File: config.mk
export PLATFORM = sky130hd
export DESIGN_NAME = radix_number_literal_scanner
export DESIGN_NICKNAME = d
export VERILOG_FILES = /design/src/rtl/core/rnls_pkg.sv /design/src/rtl/core/radix_number_literal_scanner.sv
export SDC_FILE = /design/constraint.sdc
export NUM_CORES = 1
export LEC_CHECK = 0
export ABC_AREA = 1
export BUFFER_PORTS_ARGS = -buffer_cell sky130_fd_sc_hd__buf_2
export CORE_ASPECT_RATIO = 1.2
export CORE_UTILIZATION = 25
export DETAILED_ROUTE_END_ITERATION = 7
export GPL_ROUTABILITY_DRIVEN = 0
export SLEW_MARGIN = 15
export SYNTH_ARGS = -nofsm -noshare
export SYNTH_HDL_FRONTEND = slang
export SYNTH_SLANG_ARGS = --single-unit
File: constraint.sdc
create_clock -name clk -period 7.7 [get_ports clk]
set_clock_uncertainty 0.15 [all_clocks]
set_input_delay 1.155 -clock clk [delete_from_list [all_inputs] [get_ports clk]]
set_output_delay 1.155 -clock clk [all_outputs]
set_load 0.05 [all_outputs]
File: src/rtl/core/rnls_pkg.sv
// Shared types, constants and the digit decoding function for the radix number literal scanner.
// No dependencies.
package rnls_pkg;

  typedef enum logic [1:0] {
    PH_IDLE = 2'd0,
    PH_ZERO = 2'd1,
    PH_INT  = 2'd2,
    PH_FRAC = 2'd3
  } phase_t;

  typedef enum logic [1:0] {
    RX_BIN = 2'd0,
    RX_OCT = 2'd1,
    RX_DEC = 2'd2,
    RX_HEX = 2'd3
  } radix_t;

  typedef struct packed {
    logic       ok;
    logic [3:0] val;
  } digit_t;

  localparam int FRAC_GUARD = 8;
  // depth of the decimal fraction weight table
  localparam int DEC_DEPTH  = 32;

  localparam logic [7:0] CH_DOT  = 8'h2E;
  localparam logic [7:0] CH_0    = 8'h30;
  localparam logic [7:0] CH_1    = 8'h31;
  localparam logic [7:0] CH_9    = 8'h39;
  localparam logic [7:0] CH_UA   = 8'h41;
  localparam logic [7:0] CH_UF   = 8'h46;
  localparam logic [7:0] CH_LA   = 8'h61;
  localparam logic [7:0] CH_LF   = 8'h66;
  localparam logic [7:0] CH_UB   = 8'h42;
  localparam logic [7:0] CH_LB   = 8'h62;
  localparam logic [7:0] CH_UO   = 8'h4F;
  localparam logic [7:0] CH_LO   = 8'h6F;
  localparam logic [7:0] CH_UX   = 8'h58;
  localparam logic [7:0] CH_LX   = 8'h78;

  // digit value of c, valid only when it is below the radix
  function automatic digit_t digit_of(logic [7:0] c, radix_t rx);
    digit_t     r;
    logic [7:0] v;
    logic       hit;
    v   = 8'd0;
    hit = 1'b0;
    if (c >= CH_0 && c <= CH_9) begin
      v   = c - CH_0;
      hit = 1'b1;
    end else if (c >= CH_LA && c <= CH_LF) begin
      v   = c - CH_LA + 8'd10;
      hit = 1'b1;
    end else if (c >= CH_UA && c <= CH_UF) begin
      v   = c - CH_UA + 8'd10;
      hit = 1'b1;
    end
    case (rx)
      RX_BIN:  r.ok = hit && (v < 8'd2);
      RX_OCT:  r.ok = hit && (v < 8'd8);
      RX_DEC:  r.ok = hit && (v < 8'd10);
      RX_HEX:  r.ok = hit;
      default: r.ok = 1'b0;
    endcase
    r.val = v[3:0];
    return r;
  endfunction

endpackage

File: src/rtl/core/radix_number_literal_scanner.sv
// Number literal scanner: one character per cycle while in_stall is low, binary/octal/decimal/hex
// integers with optional fraction. Depends on rnls_pkg.
// The ending character of a literal is loaded into the input register; its result is then
// loaded into the result register, which drives out_, once that register is free.
// Throughput: one character per cycle; in_stall rises only while the input register
// and the result register are both full and out_stall is high. Reset (rst_n,
// synchronous) empties both registers and returns the scanner to idle, decimal, zero.
module radix_number_literal_scanner
  import rnls_pkg::*;
#(
  parameter int FRAC_BITS = 32,
  parameter int INT_BITS  = 32
) (
  input  logic               clk,
  input  logic               rst_n,
  input  logic               in_valid,
  output logic               in_stall,
  input  logic [7:0]         in_char_code,
  input  logic               in_starts_literal,
  output logic               out_valid,
  input  logic               out_stall,
  output logic signed [31:0] out_int_value,
  output logic [31:0]        out_frac_value,
  output logic               out_is_real,
  output logic [1:0]         out_radix_code,
  output logic               out_char_taken
);

  localparam int WORK_BITS = FRAC_BITS + FRAC_GUARD;
  localparam int WGT_W     = WORK_BITS + 1;
  localparam int KMAX      = WORK_BITS + 1;
  localparam int K_W       = $clog2(KMAX + 1);
  localparam int SH_W      = $clog2(4 * KMAX + 1);
  localparam int PROD_W    = WGT_W + 4;
  localparam int DEC_IW    = $clog2(DEC_DEPTH);
  localparam logic [WGT_W-1:0] WGT_ONE = {1'b1, {WORK_BITS{1'b0}}};

  // input register
  logic       in_v_r;
  logic [7:0] ch_r;
  logic       st_r;

  // scanner state
  phase_t                 phase_r, phase_nxt;
  radix_t                 radix_r, radix_nxt;
  logic [INT_BITS-1:0]    int_acc_r, int_acc_nxt;
  logic [WORK_BITS-1:0]   frac_acc_r, frac_acc_nxt;
  logic [K_W-1:0]         fdig_r, fdig_nxt;
  logic                   real_r, real_nxt;

  // result register
  logic                   out_v_r;
  logic [31:0]            int_o_r, int_o_nxt;
  logic [31:0]            frac_o_r, frac_o_nxt;
  logic                   real_o_r, real_o_nxt;
  logic [1:0]             rx_o_r, rx_o_nxt;
  logic                   taken_o_r, taken_o_nxt;

  logic                   fire;
  logic                   emit;
  digit_t                 dg;
  logic [INT_BITS-1:0]    int_step;
  logic [K_W-1:0]         fdig_inc;
  logic [SH_W-1:0]        fdig_ext;
  logic [SH_W-1:0]        shamt;
  logic [WGT_W-1:0]       weight;
  logic [PROD_W-1:0]      prod;
  logic [WGT_W-1:0]       dec_tab [DEC_DEPTH];
  logic [INT_BITS+31:0]   int_ext;
  logic [WORK_BITS+31:0]  frac_ext;

  // decimal weights floor(2^WORK_BITS / 10^k), worked out at elaboration
  for (genvar g = 0; g < DEC_DEPTH; g++) begin : g_dec
    localparam logic [127:0] NUM = 128'd1 << WORK_BITS;
    localparam logic [127:0] DEN = 128'd10 ** g;
    assign dec_tab[g] = WGT_W'(NUM / DEN);
  end

  assign fire     = in_v_r && (!out_v_r || !out_stall);
  assign in_stall = in_v_r && out_v_r && out_stall;

  assign dg = digit_of(ch_r, radix_r);

  // int_acc * radix + digit, wrapping
  always_comb begin
    case (radix_r)
      RX_BIN:  int_step = int_acc_r << 1;
      RX_OCT:  int_step = int_acc_r << 3;
      RX_DEC:  int_step = (int_acc_r << 3) + (int_acc_r << 1);
      RX_HEX:  int_step = int_acc_r << 4;
      default: int_step = int_acc_r;
    endcase
    int_step = int_step + INT_BITS'(dg.val);
  end

  // weight of the next fraction digit; saturate once it has reached zero
  assign fdig_inc = (fdig_r == K_W'(KMAX)) ? fdig_r : fdig_r + K_W'(1);
  assign fdig_ext = SH_W'(fdig_inc);

  always_comb begin
    case (radix_r)
      RX_BIN:  shamt = fdig_ext;
      RX_OCT:  shamt = fdig_ext + (fdig_ext << 1);
      RX_HEX:  shamt = fdig_ext << 2;
      default: shamt = fdig_ext;
    endcase
    if (radix_r == RX_DEC) begin
      if (fdig_inc < K_W'(DEC_DEPTH)) begin
        weight = dec_tab[fdig_inc[DEC_IW-1:0]];
      end else begin
        weight = '0;
      end
    end else begin
      weight = WGT_ONE >> shamt;
    end
    prod = PROD_W'(weight) * PROD_W'(dg.val);
  end

  assign int_ext  = {{32{int_acc_r[INT_BITS-1]}}, int_acc_r};
  assign frac_ext = {32'd0, frac_acc_r};

  // next state and result for the beat in the input register
  always_comb begin
    phase_nxt    = phase_r;
    radix_nxt    = radix_r;
    int_acc_nxt  = int_acc_r;
    frac_acc_nxt = frac_acc_r;
    fdig_nxt     = fdig_r;
    real_nxt     = real_r;
    emit         = 1'b0;
    int_o_nxt    = 32'd0;
    frac_o_nxt   = 32'd0;
    real_o_nxt   = 1'b0;
    rx_o_nxt     = RX_DEC;
    taken_o_nxt  = 1'b0;

    if (st_r) begin
      // drop any literal in progress and start over
      radix_nxt    = RX_DEC;
      int_acc_nxt  = '0;
      frac_acc_nxt = '0;
      fdig_nxt     = '0;
      real_nxt     = 1'b0;
      if (ch_r == CH_0) begin
        phase_nxt = PH_ZERO;
      end else if (ch_r >= CH_1 && ch_r <= CH_9) begin
        phase_nxt   = PH_INT;
        int_acc_nxt = INT_BITS'(ch_r - CH_0);
      end else begin
        phase_nxt = PH_IDLE;
      end
    end else begin
      case (phase_r)
        PH_ZERO: begin
          int_acc_nxt  = '0;
          frac_acc_nxt = '0;
          fdig_nxt     = '0;
          real_nxt     = 1'b0;
          radix_nxt    = RX_DEC;
          phase_nxt    = PH_INT;
          if (ch_r == CH_LB || ch_r == CH_UB) begin
            radix_nxt = RX_BIN;
          end else if (ch_r == CH_LO || ch_r == CH_UO) begin
            radix_nxt = RX_OCT;
          end else if (ch_r == CH_LX || ch_r == CH_UX) begin
            radix_nxt = RX_HEX;
          end else if (ch_r == CH_DOT) begin
            phase_nxt = PH_FRAC;
            real_nxt  = 1'b1;
          end else begin
            // lone zero: swallow the character and give 0
            phase_nxt   = PH_IDLE;
            emit        = 1'b1;
            taken_o_nxt = 1'b1;
          end
        end
        PH_INT: begin
          if (dg.ok) begin
            int_acc_nxt = int_step;
          end else if (ch_r == CH_DOT) begin
            phase_nxt = PH_FRAC;
            real_nxt  = 1'b1;
          end else begin
            emit         = 1'b1;
            int_o_nxt    = int_ext[31:0];
            rx_o_nxt     = radix_r;
            phase_nxt    = PH_IDLE;
            radix_nxt    = RX_DEC;
            int_acc_nxt  = '0;
            frac_acc_nxt = '0;
            fdig_nxt     = '0;
            real_nxt     = 1'b0;
          end
        end
        PH_FRAC: begin
          if (dg.ok) begin
            fdig_nxt     = fdig_inc;
            frac_acc_nxt = frac_acc_r + prod[WORK_BITS-1:0];
          end else begin
            emit         = 1'b1;
            int_o_nxt    = int_ext[31:0];
            frac_o_nxt   = frac_ext[FRAC_GUARD +: 32];
            real_o_nxt   = real_r;
            rx_o_nxt     = radix_r;
            phase_nxt    = PH_IDLE;
            radix_nxt    = RX_DEC;
            int_acc_nxt  = '0;
            frac_acc_nxt = '0;
            fdig_nxt     = '0;
            real_nxt     = 1'b0;
          end
        end
        default: begin
          phase_nxt = PH_IDLE;
        end
      endcase
    end
  end

  always_ff @(posedge clk) begin
    if (!rst_n) begin
      in_v_r     <= 1'b0;
      phase_r    <= PH_IDLE;
      radix_r    <= RX_DEC;
      int_acc_r  <= '0;
      frac_acc_r <= '0;
      fdig_r     <= '0;
      real_r     <= 1'b0;
      out_v_r    <= 1'b0;
    end else begin
      if (in_valid && !in_stall) begin
        in_v_r <= 1'b1;
      end else if (fire) begin
        in_v_r <= 1'b0;
      end
      if (fire) begin
        phase_r    <= phase_nxt;
        radix_r    <= radix_nxt;
        int_acc_r  <= int_acc_nxt;
        frac_acc_r <= frac_acc_nxt;
        fdig_r     <= fdig_nxt;
        real_r     <= real_nxt;
      end
      if (fire && emit) begin
        out_v_r <= 1'b1;
      end else if (out_v_r && !out_stall) begin
        out_v_r <= 1'b0;
      end
    end
  end

  // payload registers
  always_ff @(posedge clk) begin
    if (in_valid && !in_stall) begin
      ch_r <= in_char_code;
      st_r <= in_starts_literal;
    end
    if (fire && emit) begin
      int_o_r   <= int_o_nxt;
      frac_o_r  <= frac_o_nxt;
      real_o_r  <= real_o_nxt;
      rx_o_r    <= rx_o_nxt;
      taken_o_r <= taken_o_nxt;
    end
  end

  assign out_valid      = out_v_r;
  assign out_int_value  = int_o_r;
  assign out_frac_value = frac_o_r;
  assign out_is_real    = real_o_r;
  assign out_radix_code = rx_o_r;
  assign out_char_taken = taken_o_r;

endmodule

==> flow_summary.toml, run 1 <==
[yosys]
ys_seq_area_share_pct = 23.6
async_flop_share_pct = 0
synthXorXnorAreaFrac_pct = 2.26
synth-simple-area-share_pct = 26.4
synth_top_area_share_pct = 13.6
synth_compound_area_share_pct = 16.0
yosys-top-cells-area = "edfxtp_1 (14%), fa_1 (13%), dfxtp_1 (10%), nand2_1 (9.9%), inv_1 (8.1%)"
syn_area_um2 = 17000
synth-edff-count = 77
synth_common_cells = "nand2_1 (450), inv_1 (368), nor2_1 (352)"
synth_top_family_by_area = "simple AND/OR/NAND/NOR gates"
avgSynthCellArea_um2 = 7.09
ys_ff_latch = 162
synthAdderAreaFrac_pct = 21.0
syn-num-nets = 2631
ys_warn_count = 0
yosys_most_used_dff = "dfxtp_1"
yosysMostFrequentCell = "nand2_1"
synthMuxAreaShare_pct = 0
yosysUniqueCellTypes = 65
synth_cells = 2400
synth_top_cell_by_area = "edfxtp_1"

[cells_and_area]
area_growth_pct = 14.2
diodes = 0
nNetsFinal = 2714
final_util_pct = 28.9
drive_gt1_share_pct = 11.2
final_cells = 3397

[drt]
post-route-drc-count = 0
vias = 16100
postRouteAntennaNets = 0
drt_iter0_markers = 1353
firstDrtPassIters = 7
via_per_inst = 4.74
wl_per_cell_um = 14.8
drt_wl_total_um = 50300

[global_route]
overflow = 0
antenna_found_initial = 0
grt_pass1_vias = 15800
grt_pass1_wl_um = 82000
grtUsageTotal_pct = 14.9
grt_max_degree = 80

[pwr]
p_leak_nw = 8.47
irDropWorstVdd_v = 0.000142
powerDensity_nw_per_um2 = 118

[clock_network]
clock-root-buffer = "clkbuf_16"
path_clk_slew_ns = 0.08
cts_buffers = 17
h-tree-depth = 4
cts_sinks = 162
cts_tree = "done"
clk_latency_ns = 0.48
ctsHoldBuffers = 0
clockBufferDepth = 2

[timing]
finalSetupViolations = 0
report.final.slew_viol_count = 0
period_share_pct = 94.1
finalHoldViolations = 0
worst_pin_slew_ns = 1.11
fmax_mhz = 138
period_minus_slack_ns = 7.25
slew_headroom_pct = 25.5
setup_tns_ns = 0
rsz0062_at_grt = "true"

[setup_path]
critPathSlowestCell = "fa_1"
critPathKind = "reg2reg"
startpoint_type = "register"
path_common_cell = "nand2_1"
cp_top_family = "adder cells"
cp_slowest_stage_delay_ns = 0.57
critPathArrivalTime_ns = 7.43
cp_data_required_time_ns = 7.88
cp-startpoint = "fdig_r[0]$_SDFFE_PN0P_"
cp_max_fo = 16
r2r_start = "fdig_r[0]$_SDFFE_PN0P_"
path_buf_inv = 9
cp-end-kind = "register"

[die]
coreArea_um2 = 67100
dieHeight_um = 288
initial_core_util_pct = 25.3
io_pins = 83
die_w_um = 240
rows = 104
die-area_um2 = 69100

[run]
maxCapViolCount = 0

[placement]
io_buffers = 82
dp_cells = 3358
dp_hpwl_um = 39000

[status]
status = "finished, final reports clean"

[min_path]
worstHoldStart = "frac_acc_r[16]$_SDFFE_PN0P_"
min_path_type = "reg2reg"
[per-layer routing]
| layer | vias up | part of all wire [%] | track usage [%] |
|---|---|---|---|
| met5 | - | 0 | 0 |
| met1 | 7577 | 44 | 18.4 |
| met3 | 107 | 4.0 | 1.91 |
| met4 | 0 | 3.6 | 7.04 |
| li1 | 8007 | - | - |
| met2 | 424 | 49 | 25.4 |
[layout make-up]
cell class,instances,area (um2)
multi-input cells,1781,11400
inverters,385,1460
well taps,901,1130
clock inverters,12,145
clock buffers,20,457
repair buffers,136,828
flip-flops and latches,162,4020
fillers,7424,47700
[final timing paths]
kind / to / slack, ns / depth (start not counted)
setup / recovery: frac_acc_r[36]$_SDFFE_PN0P_ / 0.45 / 42
setup reg to reg: frac_acc_r[36]$_SDFFE_PN0P_ / 0.45 / 42
hold reg to reg: frac_acc_r[16]$_SDFFE_PN0P_ / 0.31 / 2
hold / removal: frac_acc_r[16]$_SDFFE_PN0P_ / 0.31 / 2
[state kept, by name (all words and copies together) (netlist names)]
signal          cells
out_radix_code      2
out_valid           1
frac_acc_r         40
out_frac_value     32
st_r                1
phase_r             2
in_v_r              1
int_acc_r          32
radix_r             2
out_int_value      32
out_char_taken      1
real_r              1
out_is_real         1
fdig_r              6
ch_r                8
[logic make-up (layout without fill, tap and decap cells)]
logic type | Yosys count | count (layout)
adders and majority gates | 218 | 218
xor gates and xnor gates | 43 | 43
buffers and inverters | 457 | 553
AOI/OAI and AO/OA | 472 | 472
and+or+nand+nor | 1048 | 1048
DFF | 162 | 162
[metrics by stage]
step                power (mW)  instance area, um2  hold WS (ns)  setup slack, ns
finish                    2.29               19400         0.313            0.452
global route              2.40               19400         0.330          -0.0418
CTS                       2.31               19200         0.316          0.00150
detailed placement        1.38               18600         0.305           0.0112
global placement          1.38               18600         0.301            0.139
floorplan                 1.27               17000         0.293            0.684
[power by group]
part	internal (mW)	switching (mW)
clock	0.503	0.417
combinational	0.148	0.307
sequential	0.902	0.00902
total	1.55	0.733
[cell usage in the layout (no fill, tap or decap), types with 15 or more instances in the layout]
| cell | instances |
|---|---|
| nand2_1 | 448 |
| inv_1 | 367 |
| nor2_1 | 350 |
| a21oi_1 | 204 |
| fa_1 | 113 |
| o21ai_0 | 111 |
| nand3_1 | 105 |
| ha_1 | 105 |
| dfxtp_1 | 84 |
| buf_2 | 82 |
| edfxtp_1 | 77 |
| buf_4 | 53 |
| nand4_1 | 34 |
| nor3_1 | 33 |
| xor2_1 | 28 |
| a221oi_1 | 24 |
| clkbuf_16 | 17 |
| or2_2 | 15 |
| a31oi_1 | 15 |
[what timing repair did]
item                       in CTS  in global routing
pin swaps                       0                  6
buffers inserted                0                  7
setup endpoints to repair       1                 23
gates resized for setup         1                 44
hold endpoints to repair        0                  0
[worst register-to-register path: cells and delay by family (launching register included)]
family          cells  cell delay (ns)
flops               1             0.39
simple gates       17             1.41
buf+inv             9             0.93
compound gates      9             1.66
fa+ha+maj           6             2.38
xor+xnor            1             0.17
(Power assumes the default switching activity.)
==> inputs of run 2 (changes only) <==
CORE_UTILIZATION = 55   (was 25)
PLACE_DENSITY = 0.73   (was not set)
REMOVE_ABC_BUFFERS = 1   (was not set)
clock period = 7.25 ns   (was 7.7 ns; I/O delays follow)
==> run 2 against run 1 <==
Net effect: first-iteration DRC count is 13% higher; count of clock-buffer cells in the layout is the same; flip-flop and latch count unchanged; largest cell class unchanged.
==> flow_summary.toml, run 2 (same netlist as run 1, synthesis figures left out) <==
[drt]
firstDrtPassIters = 6
via_per_inst = 5.80
postRouteAntennaNets = 0
drt_iter0_markers = 1535
vias = 16900
wl_per_cell_um = 16.7
post-route-drc-count = 0
drt_wl_total_um = 48700

[global_route]
grtUsageTotal_pct = 30.7
antenna_found_initial = 0
grt_pass1_wl_um = 78800
overflow = 0
grt_pass1_vias = 16400
grt_max_degree = 80

[cells_and_area]
final_common_cell = "nand2_1"
final_area_um2 = 19500
largest_register = "frac_acc_r"
drive_gt1_share_pct = 15.5
diodes = 0
layout_common_cells = "nand2_1 (436), inv_1 (364), nor2_1 (327), a21oi_1 (190), fa_1 (113)"
area_growth_pct = 14.7
largest_reg_flops = 40
nNetsFinal = 2741

[min_path]
holdPathEnd = "frac_acc_r[35]$_SDFFE_PN0P_"
min_path_type = "reg2reg"
worstHoldStart = "frac_acc_r[35]$_SDFFE_PN0P_"
whs_path_depth = 2

[setup_path]
critPathArrivalTime_ns = 7.15
cp_data_required_time_ns = 7.40
r2r_start = "fdig_r[0]$_SDFFE_PN0P_"
path_buf_inv = 8
critPathKind = "reg2reg"
worst_r2r_endpoint = "frac_acc_r[36]$_SDFFE_PN0P_"
cp_top_family = "adder cells"
critPathSlowestCell = "fa_1"
r2r_cells = 36
r2r_slack_ns = 0.24
cp-end-kind = "register"
cp_slowest_stage_delay_ns = 0.55
startpoint_type = "register"
cp_max_fo = 6

[clock_network]
h-tree-depth = 4
path_clk_slew_ns = 0.07
clockBufferDepth = 2
cts_tree = "done"
cts_sinks = 162
clock-root-buffer = "clkbuf_16"
ctsHoldBuffers = 0
cts_buffers = 17
clk_latency_ns = 0.46

[timing]
worst_pin_slew_ns = 1.05
rsz0062_at_grt = "true"
fmax_mhz = 143
setup_ws_ns = 0.241
finalSetupViolations = 0
report.final.slew_viol_count = 0
period_minus_slack_ns = 7.01
period_share_pct = 96.7
finalHoldViolations = 0
slew_headroom_pct = 29.7

[run]
maxCapViolCount = 0

[die]
rows = 70
dieHeight_um = 195
die-area_um2 = 31600
coreArea_um2 = 30500
initial_core_util_pct = 55.8
io_pins = 83
die_w_um = 163

[pwr]
powerDensity_nw_per_um2 = 126
p_leak_nw = 8.61
irDropWorstVdd_v = 0.000115

[status]
status = "finished, final reports clean"

[placement]
dp_hpwl_um = 36100
io_buffers = 82
placed_cell_area_um2 = 18000
pre_cts_ws_ns = -0.0929
==> run 2: cell count changes in the layout (fill, tap and decap cells not counted), sizes merged <==
cell,delta
buf,+26
inv,-4
clkinv,+2
bufinv,+1
clkbuf,+1
clkinvlp,+1
==> run 2: worst max-delay path by stage <==
stage	start	to	slack (ns)	cells past startpoint
CTS	fdig_r[0]$_SDFFE_PN0P_	frac_acc_r[37]$_SDFFE_PN0P_	0.002	36
floorplan	fdig_r[1]$_SDFFE_PN0P_	frac_acc_r[37]$_SDFFE_PN0P_	0.17	42
global route	fdig_r[0]$_SDFFE_PN0P_	frac_acc_r[39]$_SDFFE_PN0P_	-0.15	40
global placement	fdig_r[0]$_SDFFE_PN0P_	frac_acc_r[33]$_SDFFE_PN0P_	0.05	40
detailed placement	fdig_r[0]$_SDFFE_PN0P_	frac_acc_r[33]$_SDFFE_PN0P_	-0.09	38
finish	fdig_r[0]$_SDFFE_PN0P_	frac_acc_r[36]$_SDFFE_PN0P_	0.24	36
==> run 2: worst reg2reg max path, delay by kind of cell, from the launching register on <==
kind | cells | cell delay [ns]
adders and majority gates | 6 | 2.68
and+or+nand+nor | 13 | 1.77
AOI/OAI and AO/OA | 8 | 0.88
buffers and inverters | 8 | 0.85
DFF | 1 | 0.37
xor gates and xnor gates | 1 | 0.15
==> run 2: what timing repair did <==
item	CTS	global route
pin swaps	1	41
gates resized for setup	9	145
setup endpoints to repair	4	21
setup buffers	3	14
gates cloned	0	1
==> run 2: layout make-up <==
| cell class | count | area (um2) |
|---|---|---|
| Multi-Input combinational cell | 1781 | 11800 |
| Fill cell | 2655 | 11000 |
| Sequential cell | 162 | 4020 |
| Inverter | 385 | 1460 |
| Timing Repair Buffer | 163 | 1080 |
| Tap cell | 396 | 495 |
| Clock buffer | 20 | 437 |
| Clock inverter | 12 | 160 |
==> run 2: where the power goes <==
part           leakage [nW]  internal (mW)  switching, mW
sequential             1.44          0.958         0.0117
clock                 0.289          0.545          0.414
combinational          6.88          0.178          0.348
total                  8.61           1.68          0.774
==> run 2: layer usage <==
layer / routed length (um) / share of wire [%] / global-route usage (%) / vias up
li1: - / - / - / 8067
met1: 19300 / 40 / 37.7 / 7966
met2: 24300 / 50 / 52.9 / 738
met3: 3110 / 6.4 / 4.23 / 159
met4: 1930 / 4.0 / 13.9 / 0
met5: 0 / 0 / 0 / -
==> run 2: through the flow <==
stage | hold WS, ns | instances | power, mW | util (%) | TNS, ns
2_1_floorplan | 0.295 | 2328 | 1.34 | - | 0
3_3_place_gp | 0.302 | 2868 | 1.46 | 59.2 | 0
3_5_place_dp | 0.305 | 2868 | 1.47 | 59.2 | -0.165
4_1_cts | 0.317 | 2903 | 2.42 | 61.4 | 0
5_1_grt | 0.329 | 2919 | 2.56 | 64.0 | -0.971
6_report | 0.313 | 2919 | 2.45 | 64.0 | 0
